===== src/sv/sdp_pkg.sv =====
// Shared types and constants for the SPS dimension parser.
package sdp_pkg;

    localparam int unsigned MAX_DIMENSION = 16384;
    localparam int unsigned MAX_POC_CYCLE = 256;
    localparam logic [4:0]  NAL_TYPE_SPS  = 5'd7;
    localparam logic [7:0]  EMU_BYTE      = 8'h03;
    localparam logic [5:0]  MAX_LEAD_ZERO = 6'd31;
    localparam int unsigned DIFF_W        = 38;

    typedef struct packed {
        logic [7:0] data_byte;
        logic       last_byte;
    } t_in_beat;

    typedef struct packed {
        logic        parse_ok;
        logic [14:0] pic_width;
        logic [14:0] pic_height;
    } t_out_beat;

    // Commands from the controller to the datapath
    typedef struct packed {
        logic accept;
        logic bit_en;
        logic sum;
        logic diff;
        logic load;
    } t_cmd;

endpackage


===== src/sv/sdp_dp.sv =====
// Datapath: byte filter, bit-serial SPS syntax walker and final dimension math.
module sdp_dp (
    input  logic               i_clk,
    input  logic               i_rst_n,
    input  sdp_pkg::t_cmd      i_cmd,
    input  sdp_pkg::t_in_beat  i_in_beat,
    output sdp_pkg::t_out_beat o_out_beat
);
    import sdp_pkg::*;

    typedef enum logic [4:0] {
        S_PROFILE, S_CONSTR, S_LEVEL, S_SPSID, S_CHROMA, S_SEPCOL, S_DEPTHL,
        S_DEPTHC, S_BYPASS, S_MATRIX, S_LISTFLAG, S_DELTA, S_LOG2FN, S_POCTYPE,
        S_POCLSB, S_DELTAZERO, S_OFFNONREF, S_OFFTB, S_CYCLE, S_CYCLEOFF,
        S_MAXREF, S_GAPS, S_WIDTH, S_HEIGHT, S_FRAMEONLY, S_MBAFF, S_D8X8,
        S_CROPFLAG, S_CROP, S_DONE
    } t_step;

    t_step       r_step, n_step;
    logic [2:0]  r_bcnt, n_bcnt;
    logic [1:0]  r_pcnt, n_pcnt;
    logic [1:0]  r_zrun, n_zrun;
    logic [31:0] r_fs, n_fs;
    logic [5:0]  r_lz, n_lz;
    logic [5:0]  r_bl, n_bl;
    logic [7:0]  r_prof, n_prof;
    logic [31:0] r_chroma, n_chroma;
    logic        r_sep, n_sep;
    logic [3:0]  r_li, n_li;
    logic [6:0]  r_lp, n_lp;
    logic [7:0]  r_slast, n_slast;
    logic [8:0]  r_cyc, n_cyc;
    logic [31:0] r_wm, n_wm;
    logic [31:0] r_hu, n_hu;
    logic        r_fo, n_fo;
    logic [31:0] r_crop [4];
    logic [31:0] n_crop [4];
    logic        r_failed, n_failed;
    logic        r_take, n_take;
    logic [7:0]  r_byte, n_byte;

    // final math pipeline (payload, no reset)
    logic [31:0]         r_sw, r_sh, r_hu2;
    logic                r_shw;
    logic [1:0]          r_shh;
    logic [DIFF_W-1:0]   r_wd, r_ht;
    t_out_beat           r_out;

    // per-bit scratch
    logic        bit_in;
    logic [3:0]  fw;
    logic [31:0] fsn;
    logic        done;
    logic [31:0] v;
    logic [31:0] vp1;
    logic [7:0]  delta8;
    logic [7:0]  sn;
    logic [6:0]  lp1;
    logic [3:0]  li1;
    logic        wd_ok, ht_ok, ok;

    function automatic logic high_profile(input logic [7:0] p);
        logic r;
        r = 1'b0;
        case (p)
            8'd100, 8'd110, 8'd122, 8'd244, 8'd44, 8'd83, 8'd86,
            8'd118, 8'd128, 8'd138, 8'd139, 8'd134, 8'd135: r = 1'b1;
            default: r = 1'b0;
        endcase
        return r;
    endfunction

    // next parse state
    always_comb begin
        n_step = r_step; n_bcnt = r_bcnt; n_pcnt = r_pcnt; n_zrun = r_zrun;
        n_fs = r_fs; n_lz = r_lz; n_bl = r_bl; n_prof = r_prof;
        n_chroma = r_chroma; n_sep = r_sep; n_li = r_li; n_lp = r_lp;
        n_slast = r_slast; n_cyc = r_cyc; n_wm = r_wm; n_hu = r_hu; n_fo = r_fo;
        n_crop = r_crop; n_failed = r_failed; n_take = r_take; n_byte = r_byte;
        bit_in = r_byte[7];
        fsn    = {r_fs[30:0], bit_in};
        done   = 1'b0;
        v      = '0;
        delta8 = '0;
        sn     = '0;
        lp1    = r_lp + 7'd1;
        li1    = r_li + 4'd1;
        case (r_step)
            S_PROFILE, S_CONSTR, S_LEVEL: fw = 4'd8;
            S_SEPCOL, S_BYPASS, S_MATRIX, S_LISTFLAG, S_DELTAZERO, S_GAPS,
            S_FRAMEONLY, S_MBAFF, S_D8X8, S_CROPFLAG: fw = 4'd1;
            default: fw = 4'd0;
        endcase

        if (i_cmd.accept) begin
            // byte level: header check, emulation prevention, counters
            n_byte = i_in_beat.data_byte;
            n_take = 1'b0;
            if (r_bcnt == 3'd0) begin
                if (i_in_beat.data_byte[4:0] != NAL_TYPE_SPS) n_failed = 1'b1;
            end else if (r_zrun == 2'd2 && i_in_beat.data_byte == EMU_BYTE) begin
                n_zrun = 2'd0;
            end else begin
                n_take = 1'b1;
                if (i_in_beat.data_byte == 8'd0)
                    n_zrun = (r_zrun == 2'd2) ? 2'd2 : r_zrun + 2'd1;
                else
                    n_zrun = 2'd0;
                if (r_pcnt != 2'd3) n_pcnt = r_pcnt + 2'd1;
            end
            if (r_bcnt != 3'd4) n_bcnt = r_bcnt + 3'd1;
        end else if (i_cmd.bit_en) begin
            n_byte = {r_byte[6:0], 1'b0};
            if (r_take && !r_failed && r_step != S_DONE) begin
                // one bit into the current field
                if (fw != 4'd0) begin
                    n_fs = fsn;
                    n_bl = r_bl + 6'd1;
                    if ({2'd0, r_bl[3:0]} + 6'd1 >= {2'd0, fw}) begin
                        done = 1'b1;
                        v    = fsn;
                    end
                end else if (r_bl == 6'd0) begin
                    if (!bit_in) begin
                        if (r_lz >= MAX_LEAD_ZERO) n_failed = 1'b1;
                        else n_lz = r_lz + 6'd1;
                    end else if (r_lz == 6'd0) begin
                        done = 1'b1;
                    end else begin
                        // keep the leading one so the code value is fs - 1
                        n_bl = r_lz;
                        n_fs = 32'd1;
                    end
                end else begin
                    n_fs = fsn;
                    n_bl = r_bl - 6'd1;
                    if (r_bl == 6'd1) begin
                        done = 1'b1;
                        v    = fsn - 32'd1;
                    end
                end
            end
        end else if (i_cmd.load) begin
            // end of unit: back to the reset values
            n_step = S_PROFILE; n_bcnt = '0; n_pcnt = '0; n_zrun = '0;
            n_fs = '0; n_lz = '0; n_bl = '0; n_prof = '0; n_chroma = 32'd1;
            n_sep = 1'b0; n_li = '0; n_lp = '0; n_slast = 8'd8; n_cyc = '0;
            n_wm = '0; n_hu = '0; n_fo = 1'b0; n_failed = 1'b0; n_take = 1'b0;
            for (int k = 0; k < 4; k++) n_crop[k] = '0;
        end

        vp1 = v + 32'd1;

        // field complete: syntax step transition
        if (done) begin
            n_fs = '0; n_lz = '0; n_bl = '0;
            case (r_step)
                S_PROFILE: begin n_prof = v[7:0]; n_step = S_CONSTR; end
                S_CONSTR:  n_step = S_LEVEL;
                S_LEVEL:   n_step = S_SPSID;
                S_SPSID:   n_step = high_profile(r_prof) ? S_CHROMA : S_LOG2FN;
                S_CHROMA: begin
                    n_chroma = v;
                    n_step   = (v == 32'd3) ? S_SEPCOL : S_DEPTHL;
                end
                S_SEPCOL:  begin n_sep = v[0]; n_step = S_DEPTHL; end
                S_DEPTHL:  n_step = S_DEPTHC;
                S_DEPTHC:  n_step = S_BYPASS;
                S_BYPASS:  n_step = S_MATRIX;
                S_MATRIX: begin
                    n_li   = '0;
                    n_step = (v != 32'd0) ? S_LISTFLAG : S_LOG2FN;
                end
                S_LISTFLAG: begin
                    if (v != 32'd0) begin
                        n_lp = '0; n_slast = 8'd8; n_step = S_DELTA;
                    end else begin
                        n_li   = li1;
                        n_step = (li1 >= ((r_chroma != 32'd3) ? 4'd8 : 4'd12)) ?
                                 S_LOG2FN : S_LISTFLAG;
                    end
                end
                S_DELTA: begin
                    // only the low byte of the scale survives
                    delta8 = v[0] ? (v[8:1] + 8'd1) : (8'd0 - v[8:1]);
                    sn     = r_slast + delta8;
                    if (sn != 8'd0) n_slast = sn;
                    n_lp = lp1;
                    if (sn == 8'd0 || lp1 >= ((r_li < 4'd6) ? 7'd16 : 7'd64)) begin
                        n_li   = li1;
                        n_step = (li1 >= ((r_chroma != 32'd3) ? 4'd8 : 4'd12)) ?
                                 S_LOG2FN : S_LISTFLAG;
                    end
                end
                S_LOG2FN: n_step = S_POCTYPE;
                S_POCTYPE: begin
                    if (v == 32'd0)      n_step = S_POCLSB;
                    else if (v == 32'd1) n_step = S_DELTAZERO;
                    else                 n_step = S_MAXREF;
                end
                S_POCLSB:    n_step = S_MAXREF;
                S_DELTAZERO: n_step = S_OFFNONREF;
                S_OFFNONREF: n_step = S_OFFTB;
                S_OFFTB:     n_step = S_CYCLE;
                S_CYCLE: begin
                    if (v > MAX_POC_CYCLE) begin
                        n_failed = 1'b1;
                    end else begin
                        n_cyc  = v[8:0];
                        n_step = (v == 32'd0) ? S_MAXREF : S_CYCLEOFF;
                    end
                end
                S_CYCLEOFF: begin
                    n_cyc = r_cyc - 9'd1;
                    if (r_cyc == 9'd1) n_step = S_MAXREF;
                end
                S_MAXREF: n_step = S_GAPS;
                S_GAPS:   n_step = S_WIDTH;
                S_WIDTH:  begin n_wm = vp1; n_step = S_HEIGHT; end
                S_HEIGHT: begin n_hu = vp1; n_step = S_FRAMEONLY; end
                S_FRAMEONLY: begin
                    n_fo   = v[0];
                    n_step = v[0] ? S_D8X8 : S_MBAFF;
                end
                S_MBAFF: n_step = S_D8X8;
                S_D8X8:  n_step = S_CROPFLAG;
                S_CROPFLAG: begin
                    n_li   = '0;
                    n_step = (v != 32'd0) ? S_CROP : S_DONE;
                end
                S_CROP: begin
                    n_crop[r_li[1:0]] = v;
                    n_li = li1;
                    if (li1 >= 4'd4) n_step = S_DONE;
                end
                default: n_step = r_step;
            endcase
        end
    end

    // result checks on the registered differences
    always_comb begin
        wd_ok = !r_wd[DIFF_W-1] && (r_wd != '0) && (r_wd <= DIFF_W'(MAX_DIMENSION));
        ht_ok = !r_ht[DIFF_W-1] && (r_ht != '0) && (r_ht <= DIFF_W'(MAX_DIMENSION));
        ok    = !r_failed && (r_bcnt == 3'd4) && (r_pcnt == 2'd3) &&
                (r_step == S_DONE) && wd_ok && ht_ok;
    end

    // parse state registers
    always_ff @(posedge i_clk) begin
        if (!i_rst_n) begin
            r_step <= S_PROFILE; r_bcnt <= '0; r_pcnt <= '0; r_zrun <= '0;
            r_fs <= '0; r_lz <= '0; r_bl <= '0; r_prof <= '0; r_chroma <= 32'd1;
            r_sep <= 1'b0; r_li <= '0; r_lp <= '0; r_slast <= 8'd8; r_cyc <= '0;
            r_wm <= '0; r_hu <= '0; r_fo <= 1'b0; r_failed <= 1'b0; r_take <= 1'b0;
            for (int k = 0; k < 4; k++) r_crop[k] <= '0;
        end else begin
            r_step <= n_step; r_bcnt <= n_bcnt; r_pcnt <= n_pcnt; r_zrun <= n_zrun;
            r_fs <= n_fs; r_lz <= n_lz; r_bl <= n_bl; r_prof <= n_prof;
            r_chroma <= n_chroma; r_sep <= n_sep; r_li <= n_li; r_lp <= n_lp;
            r_slast <= n_slast; r_cyc <= n_cyc; r_wm <= n_wm; r_hu <= n_hu;
            r_fo <= n_fo; r_failed <= n_failed; r_take <= n_take;
            r_crop <= n_crop;
        end
    end

    // byte shifter and final math stages
    always_ff @(posedge i_clk) begin
        r_byte <= n_byte;
        if (i_cmd.sum) begin
            r_sw  <= r_crop[0] + r_crop[1];
            r_sh  <= r_crop[2] + r_crop[3];
            r_hu2 <= r_fo ? r_hu : {r_hu[30:0], 1'b0};
            r_shw <= (r_chroma == 32'd1 || r_chroma == 32'd2) &&
                     !(r_chroma == 32'd0 || r_sep);
            r_shh <= {1'b0, (r_chroma == 32'd1) && !r_sep} + {1'b0, !r_fo};
        end
        if (i_cmd.diff) begin
            r_wd <= ({6'd0, r_wm} << 4) - ({6'd0, r_sw} << r_shw);
            r_ht <= ({6'd0, r_hu2} << 4) - ({6'd0, r_sh} << r_shh);
        end
        if (i_cmd.load) begin
            r_out.parse_ok   <= ok;
            r_out.pic_width  <= ok ? r_wd[14:0] : 15'd0;
            r_out.pic_height <= ok ? r_ht[14:0] : 15'd0;
        end
    end

    assign o_out_beat = r_out;

endmodule


===== src/sv/sdp_ctrl.sv =====
// Controller: byte handshake, bit sequencer and result beat hand-off.
module sdp_ctrl (
    input  logic          i_clk,
    input  logic          i_rst_n,
    input  logic          i_in_valid,
    input  logic          i_last,
    output logic          o_in_stall,
    output logic          o_out_valid,
    input  logic          i_out_stall,
    output sdp_pkg::t_cmd o_cmd
);
    import sdp_pkg::*;

    typedef enum logic [2:0] {S_IDLE, S_BITS, S_SUM, S_DIFF, S_LOAD} t_state;

    t_state     r_state;
    logic [2:0] r_cnt;
    logic       r_last;
    logic       r_out_valid;
    t_cmd       cmd;

    // commands decoded from state
    always_comb begin
        cmd.accept = (r_state == S_IDLE) && i_in_valid;
        cmd.bit_en = (r_state == S_BITS);
        cmd.sum    = (r_state == S_SUM);
        cmd.diff   = (r_state == S_DIFF);
        cmd.load   = (r_state == S_LOAD) && (!r_out_valid || !i_out_stall);
    end

    // state and registered outputs
    always_ff @(posedge i_clk) begin
        if (!i_rst_n) begin
            r_state     <= S_IDLE;
            r_cnt       <= '0;
            r_last      <= 1'b0;
            r_out_valid <= 1'b0;
        end else begin
            if (cmd.load) r_out_valid <= 1'b1;
            else if (!i_out_stall) r_out_valid <= 1'b0;
            case (r_state)
                S_IDLE: begin
                    if (cmd.accept) begin
                        r_state <= S_BITS;
                        r_cnt   <= 3'd7;
                        r_last  <= i_last;
                    end
                end
                S_BITS: begin
                    if (r_cnt == 3'd0) r_state <= r_last ? S_SUM : S_IDLE;
                    else r_cnt <= r_cnt - 3'd1;
                end
                S_SUM:  r_state <= S_DIFF;
                S_DIFF: r_state <= S_LOAD;
                S_LOAD: if (cmd.load) r_state <= S_IDLE;
                default: r_state <= S_IDLE;
            endcase
        end
    end

    assign o_in_stall  = (r_state != S_IDLE);
    assign o_out_valid = r_out_valid;
    assign o_cmd       = cmd;

    a_accept_starts_bits: assert property (@(posedge i_clk) disable iff (!i_rst_n)
        cmd.accept |=> (r_state == S_BITS && r_cnt == 3'd7))
        else $error("accepted byte did not start the bit sequence");
    a_load_free: assert property (@(posedge i_clk) disable iff (!i_rst_n)
        cmd.load |-> (!r_out_valid || !i_out_stall))
        else $error("result loaded over a pending beat");
    a_valid_from_load: assert property (@(posedge i_clk) disable iff (!i_rst_n)
        $rose(r_out_valid) |-> $past(cmd.load))
        else $error("result beat appeared without a load");
    a_sum_after_last: assert property (@(posedge i_clk) disable iff (!i_rst_n)
        (r_state == S_SUM) |-> (r_last && $past(r_state == S_BITS)))
        else $error("final math started without a last byte");

endmodule


===== src/sv/h264_sps_dimension_parser_unit.sv =====
// Top level of the H.264 SPS dimension parser.
//
//  channel | direction | payload    | handshake
//  in      | input     | t_in_beat  | i_in_valid / o_in_stall
//  out     | output    | t_out_beat | o_out_valid / i_out_stall
//
// Each byte beat is accepted, then fed one payload bit per cycle through the
// syntax sequencer. A last byte then runs the crop math (sum, difference) before
// the result is loaded into the output register. Synchronous active-low reset
// returns the parser to the header-byte state. A stalled result beat holds the
// final stage, so a new unit can start only once it has been taken or is leaving.
module h264_sps_dimension_parser_unit (
    input  logic               i_clk,
    input  logic               i_rst_n,
    input  logic               i_in_valid,
    output logic               o_in_stall,
    input  sdp_pkg::t_in_beat  i_in_beat,
    output logic               o_out_valid,
    input  logic               i_out_stall,
    output sdp_pkg::t_out_beat o_out_beat
);
    import sdp_pkg::*;

    t_cmd cmd;

    sdp_ctrl u_ctrl (
        .i_clk       (i_clk),
        .i_rst_n     (i_rst_n),
        .i_in_valid  (i_in_valid),
        .i_last      (i_in_beat.last_byte),
        .o_in_stall  (o_in_stall),
        .o_out_valid (o_out_valid),
        .i_out_stall (i_out_stall),
        .o_cmd       (cmd)
    );

    sdp_dp u_dp (
        .i_clk      (i_clk),
        .i_rst_n    (i_rst_n),
        .i_cmd      (cmd),
        .i_in_beat  (i_in_beat),
        .o_out_beat (o_out_beat)
    );

endmodule


===== config.mk =====
export PLATFORM = sky130hd
export DESIGN_NAME = h264_sps_dimension_parser_unit
export DESIGN_NICKNAME = d
export VERILOG_FILES = /design/src/sv/sdp_pkg.sv /design/src/sv/sdp_dp.sv /design/src/sv/sdp_ctrl.sv /design/src/sv/h264_sps_dimension_parser_unit.sv
export SDC_FILE = /design/constraint.sdc
export NUM_CORES = 2
export LEC_CHECK = 0
export BUFFER_PORTS_ARGS = -buffer_cell sky130_fd_sc_hd__buf_4
export CORE_MARGIN = 8
export CORE_UTILIZATION = 55
export DETAILED_ROUTE_END_ITERATION = 7
export GPL_ROUTABILITY_DRIVEN = 0
export PLACE_DENSITY = 0.76
export SLEW_MARGIN = 20
export SYNTH_ARGS = -nofsm -noshare
export SYNTH_HDL_FRONTEND = slang
export SYNTH_HIERARCHICAL = 1
export SYNTH_SLANG_ARGS = --single-unit

===== constraint.sdc =====
create_clock -name i_clk -period 5.9 [get_ports i_clk]
set_input_delay 0.59 -clock i_clk [delete_from_list [all_inputs] [get_ports i_clk]]
set_output_delay 0.59 -clock i_clk [all_outputs]
set_load 0.03 [all_outputs]

==> metrics.md <==
| Metric | Value |
|---|---|
| Final setup skew | around 18 ps |
| Vias in the first global route | between 20000 and 25000 |
| VDD IR max | ~0.20 mV |
| Global route total overflow | 0 |
| F_max | about 0.18 GHz |
| Pwr per Cell Area | approximately 230 mW/mm^2 |
| Buf/Inv on CP | 2 |
| Slowest cell delay on critical path | 540 ps |
| Warnings, synthesis | 6 |
| Clock root cell | clkbuf_16 |
| Tmin final | 5527 ps |
| Synth top area cells | dfxtp_1 (21%), edfxtp_1 (20%), ha_1 (6.5%) |
| CP Max Fanout | 8 |
| Drt drc | 0 |
| Worst-margin pin slew | 1106 ps |
| Switch share | 0.2134 |
| Die width | roughly 250 microns |
| Syn_nets | between 3000 and 4000 |
| Worst-Skew Late Latency | roughly 620 ps |
| Hold Path Sink | u_ctrl/r_last |
| DIE HEIGHT | 254.9 microns |
| Setup Viol. Count Final | 0 |
| Core area | 0.05639 sq mm |
| R2r setup slk | 370 ps |
| Syn avg cell area | between 8 and 9 sq um |
| Overall power | 7.806 mW |
| Htree depth | 2 |
| Final Net Count | roughly 3700 |
| Gr usage total | 0.2463 |
| RR Endpoint | u_dp/fw[3] |
| Hold_ws | between 200 and 250 ps |
| Post-synth top cells | nor2_1 (431), dfxtp_1 (329), nand2_1 (301), a21oi_1 (295), nand3_1 (218) |
| Distinct cells, synth | 95 |
| Most Crowded Layer GR | met2 |
| HPWL after DPL | between 50000 and 60000 microns |
| Cell with the most instances after synthesis | nor2_1 |
| Post-synth top area cell | dfxtp_1 |
| FF-to-FF path depth | 23 |
| Outcome | finished clean |
| Clk pwr share | 0.467 |
| Number of synthesized flops with an enable pin | 214 |
| Reg2Reg Launch Point | u_dp/r_bl[1] |
| Starting Density | 0.5568 |
| Cells after synthesis | ~3600 |
| WHS Path Cells | 3 |
| Post-synth top area share | 0.2098 |
| Max-Cap Viols | 0 |
| Fill count | around 4800 |
| Initial antenna violation count | 2 |
| Post-Syn Area | between 0.03 and 0.04 sq mm |
| Slew Viols, Final | 0 |
| Top Family by Delay on Critical Path | compound AO/OA/AOI/OAI gates |
| Post-route clock period utilization | 0.9367 |
| CP Data Required Time | around 6400 ps |
| CP Cell Sequence | inv_1, ha_1, or3b_2, o21ai_4, o211ai_1, a211oi_2, inv_1, ha_1, a21oi_1, xnor2_1, ha_1, nor2_1, nor3b_1, o21a_1, o21ai_0, nand2b_1, a21oi_1, xnor3_1, a21oi_2, a21oi_1, a311o_1, and3_1, a2111oi_2 |
| Critical path capture point type | flop |
| Clock transition time at the flip-flop clock pins of the worst setup and hold paths | about 60 ps |
| Share of layout cells above drive strength 1 | 0.08777 |
| Port-buffer cells | 45 |
| Largest net degree at the start of global routing | around 120 |
| Initial DRC count | 2836 |
| Clk buf depth | 3 |
| Slew margin rel. | 0.2626 |
| Slowest-stage cell, CP | or3b_2 |
| Hold Buf Count CTS | 0 |
| CTS tree | done |
| Crit path DAT | 6040 ps |
| Multi-input logic area | between 0.015 and 0.02 sq mm |
| Reg area | ~0.013 sq mm |
| DR WL/cell | 19.17 microns |
| Met1 Resource Use GR | 0.3360 |
| Ys async rst share | 0 |
| GRT met3 Usage | 0.04832 |
| Site Rows | between 80 and 90 |
| Crit path kind | flop to flop |
| First-pass GRT wire length | 129100 microns |
| Final TNS setup | 0 ps |
| Pleak | roughly 13 nW |
| Sequential element share of the synthesized area | 0.4144 |
| Post-synth top flop | dfxtp_1 |
| Hold Crit Class | primary input to flop |
| Via density | ~6.1 |
| Int Pwr | around 6.1 mW |
| Io pins | between 40 and 50 |
| Net load switching power | between 1.5 and 2 mW |
| Area delta synth->final | 9.336% |
| TritonCTS Buffers | 55 |
| RSZ-0062 raised after global routing | no |
| Clock sinks | around 540 |
| Reg power frac | 0.502 |
| Hold Startpoint | i_in_beat[0] |
| TritonRoute pass-1 iters | 6 |
| DRT antenna net count | 0 |
| Worst setup SP type | flop |
| Routed vias | approximately 26000 |
| Met2 Use GR | 0.3869 |
| Die area | between 0.06 and 0.07 sq mm |
| Logic pwr share | 0.030 |
| Final WL | roughly 83000 microns |
| Yosys reg bits | 543 |
| Antenna diode count | 0 |
| Final hold violation count | 0 |
## worst max path at each step
stage	from	end	slack, ps	cells past startpoint
floorplan	u_dp/r_bl[0]	u_dp/fw[3]	160	24
detailed placement	u_dp/r_bl[1]	u_dp/fw[0]	230	23
global route	u_dp/r_bl[1]	u_dp/fw[3]	50	23
CTS	u_dp/r_bl[1]	u_dp/fw[0]	190	23
finish	u_dp/r_bl[1]	u_dp/fw[3]	370	23
global placement	u_dp/r_bl[1]	u_dp/fw[0]	420	23
## layer usage
metal  up-vias  wire length, microns  share of wire
met5         -                     9        0.00011
met4         2                  2920          0.035
met3       168                  6777          0.082
met2       982                 37100           0.45
met1     12418                 36060           0.44
li1      12796                     -              -
## logic make-up (layout without fill, tap and decap cells)
kind of cell	count (synthesis)	after routing	share of synthesized area
AOI/OAI and AO/OA	819	819	0.1632
xor gates and xnor gates	195	195	0.05483
adders and majority gates	165	165	0.06647
muxes	139	139	0.04610
DFF	543	543	0.4144
buffers and inverters	317	312	0.03865
and+or+nand+nor	1393	1393	0.2163
## timing repair
action | CTS | global route
gates resized for setup | 0 | 5
endpoints found under the setup margin | 0 | 2
setup buffers | 0 | 2
hold endpoints to repair | 0 | 0
## flip-flops by register name (all words and copies together) (netlist names), 4 cells and up
register	flops
u_dp/r_step	5
u_dp/r_lp	7
u_dp/r_sw	32
u_dp/r_wd	38
u_dp/r_cyc	9
u_dp/r_hu	32
u_dp/r_lz	6
u_dp/r_byte	8
u_dp/r_hu2	32
u_dp/r_crop	128
u_dp/o_out_beat	31
u_dp/r_fs	31
u_dp/r_ht	38
u_dp/r_prof	8
u_dp/r_wm	32
u_dp/r_sh	32
u_dp/r_bl	6
u_dp/r_slast	8
u_dp/r_li	4
u_dp/r_chroma	32
## stage by stage
| stage | setup slack, ps | instances | utilization | instance area (sq um) |
|---|---|---|---|---|
| finish | 373.3 | 4322 | 0.6088 | 34330 |
| global route | 53.38 | 4322 | 0.6088 | 34330 |
| CTS | 192.0 | 4320 | 0.6080 | 34280 |
| detailed placement | 230.7 | 4216 | 0.5737 | 32350 |
| global placement | 422.7 | 4216 | 0.5737 | 32350 |
| floorplan | 162.7 | 3571 | - | 31400 |
## power by group through the flow
stage          logic, mW  clock network (mW)  registers [mW]
6_report           0.237                3.65            3.92
5_1_grt            0.261                3.85            3.92
4_1_cts            0.235                3.69            3.92
3_5_place_dp       0.233                   0            4.00
3_3_place_gp       0.230                   0            4.00
2_1_floorplan      0.175                   0            4.00
## cells in the final DEF (no fill, tap or decap), types with 10 or more instances in the layout
cell | synthesis | routed
clkbuf_16 | 0 | 63
o21a_1 | 44 | 44
xnor2_1 | 128 | 128
buf_4 | 2 | 103
a21oi_1 | 295 | 294
nand2b_1 | 48 | 48
a211oi_1 | 17 | 16
a21o_1 | 60 | 60
a31oi_1 | 136 | 135
mux2_2 | 45 | 45
nor2_1 | 431 | 429
nor3b_1 | 13 | 11
or4_1 | 15 | 15
dfxtp_1 | 329 | 328
nor4_1 | 49 | 48
and3_1 | 32 | 32
nor3_1 | 82 | 82
xor2_1 | 66 | 66
clkbuf_1 | 178 | 14
o211ai_1 | 15 | 15
and2_1 | 51 | 51
inv_1 | 102 | 102
clkbuf_8 | 0 | 13
nand3_1 | 218 | 217
nand4b_1 | 10 | 10
a22oi_1 | 13 | 13
nand2_1 | 301 | 300
nand3b_1 | 14 | 14
nor2b_1 | 19 | 18
edfxtp_1 | 214 | 214
o31ai_1 | 10 | 10
o21ai_0 | 103 | 103
o21bai_1 | 21 | 21
or2_2 | 15 | 14
or3_1 | 21 | 21
mux2i_1 | 94 | 94
ha_1 | 162 | 161
nand4_1 | 29 | 29
## layout make-up
type | instances | area share
clock buffer | 92 | 0.05296
inverter | 105 | 0.01170
clock inverter | 12 | 0.003317
tap | 756 | 0.02755
timing repair buffer | 103 | 0.02252
sequential | 543 | 0.3791
multi-input combinational | 2711 | 0.5029
## tightest hold or removal path, cell delays in order
cell,delay [ps]
buf_4,80
mux2i_1,50
nor2_1,70
No activity file was read; power rests on OpenSTA's default activity.
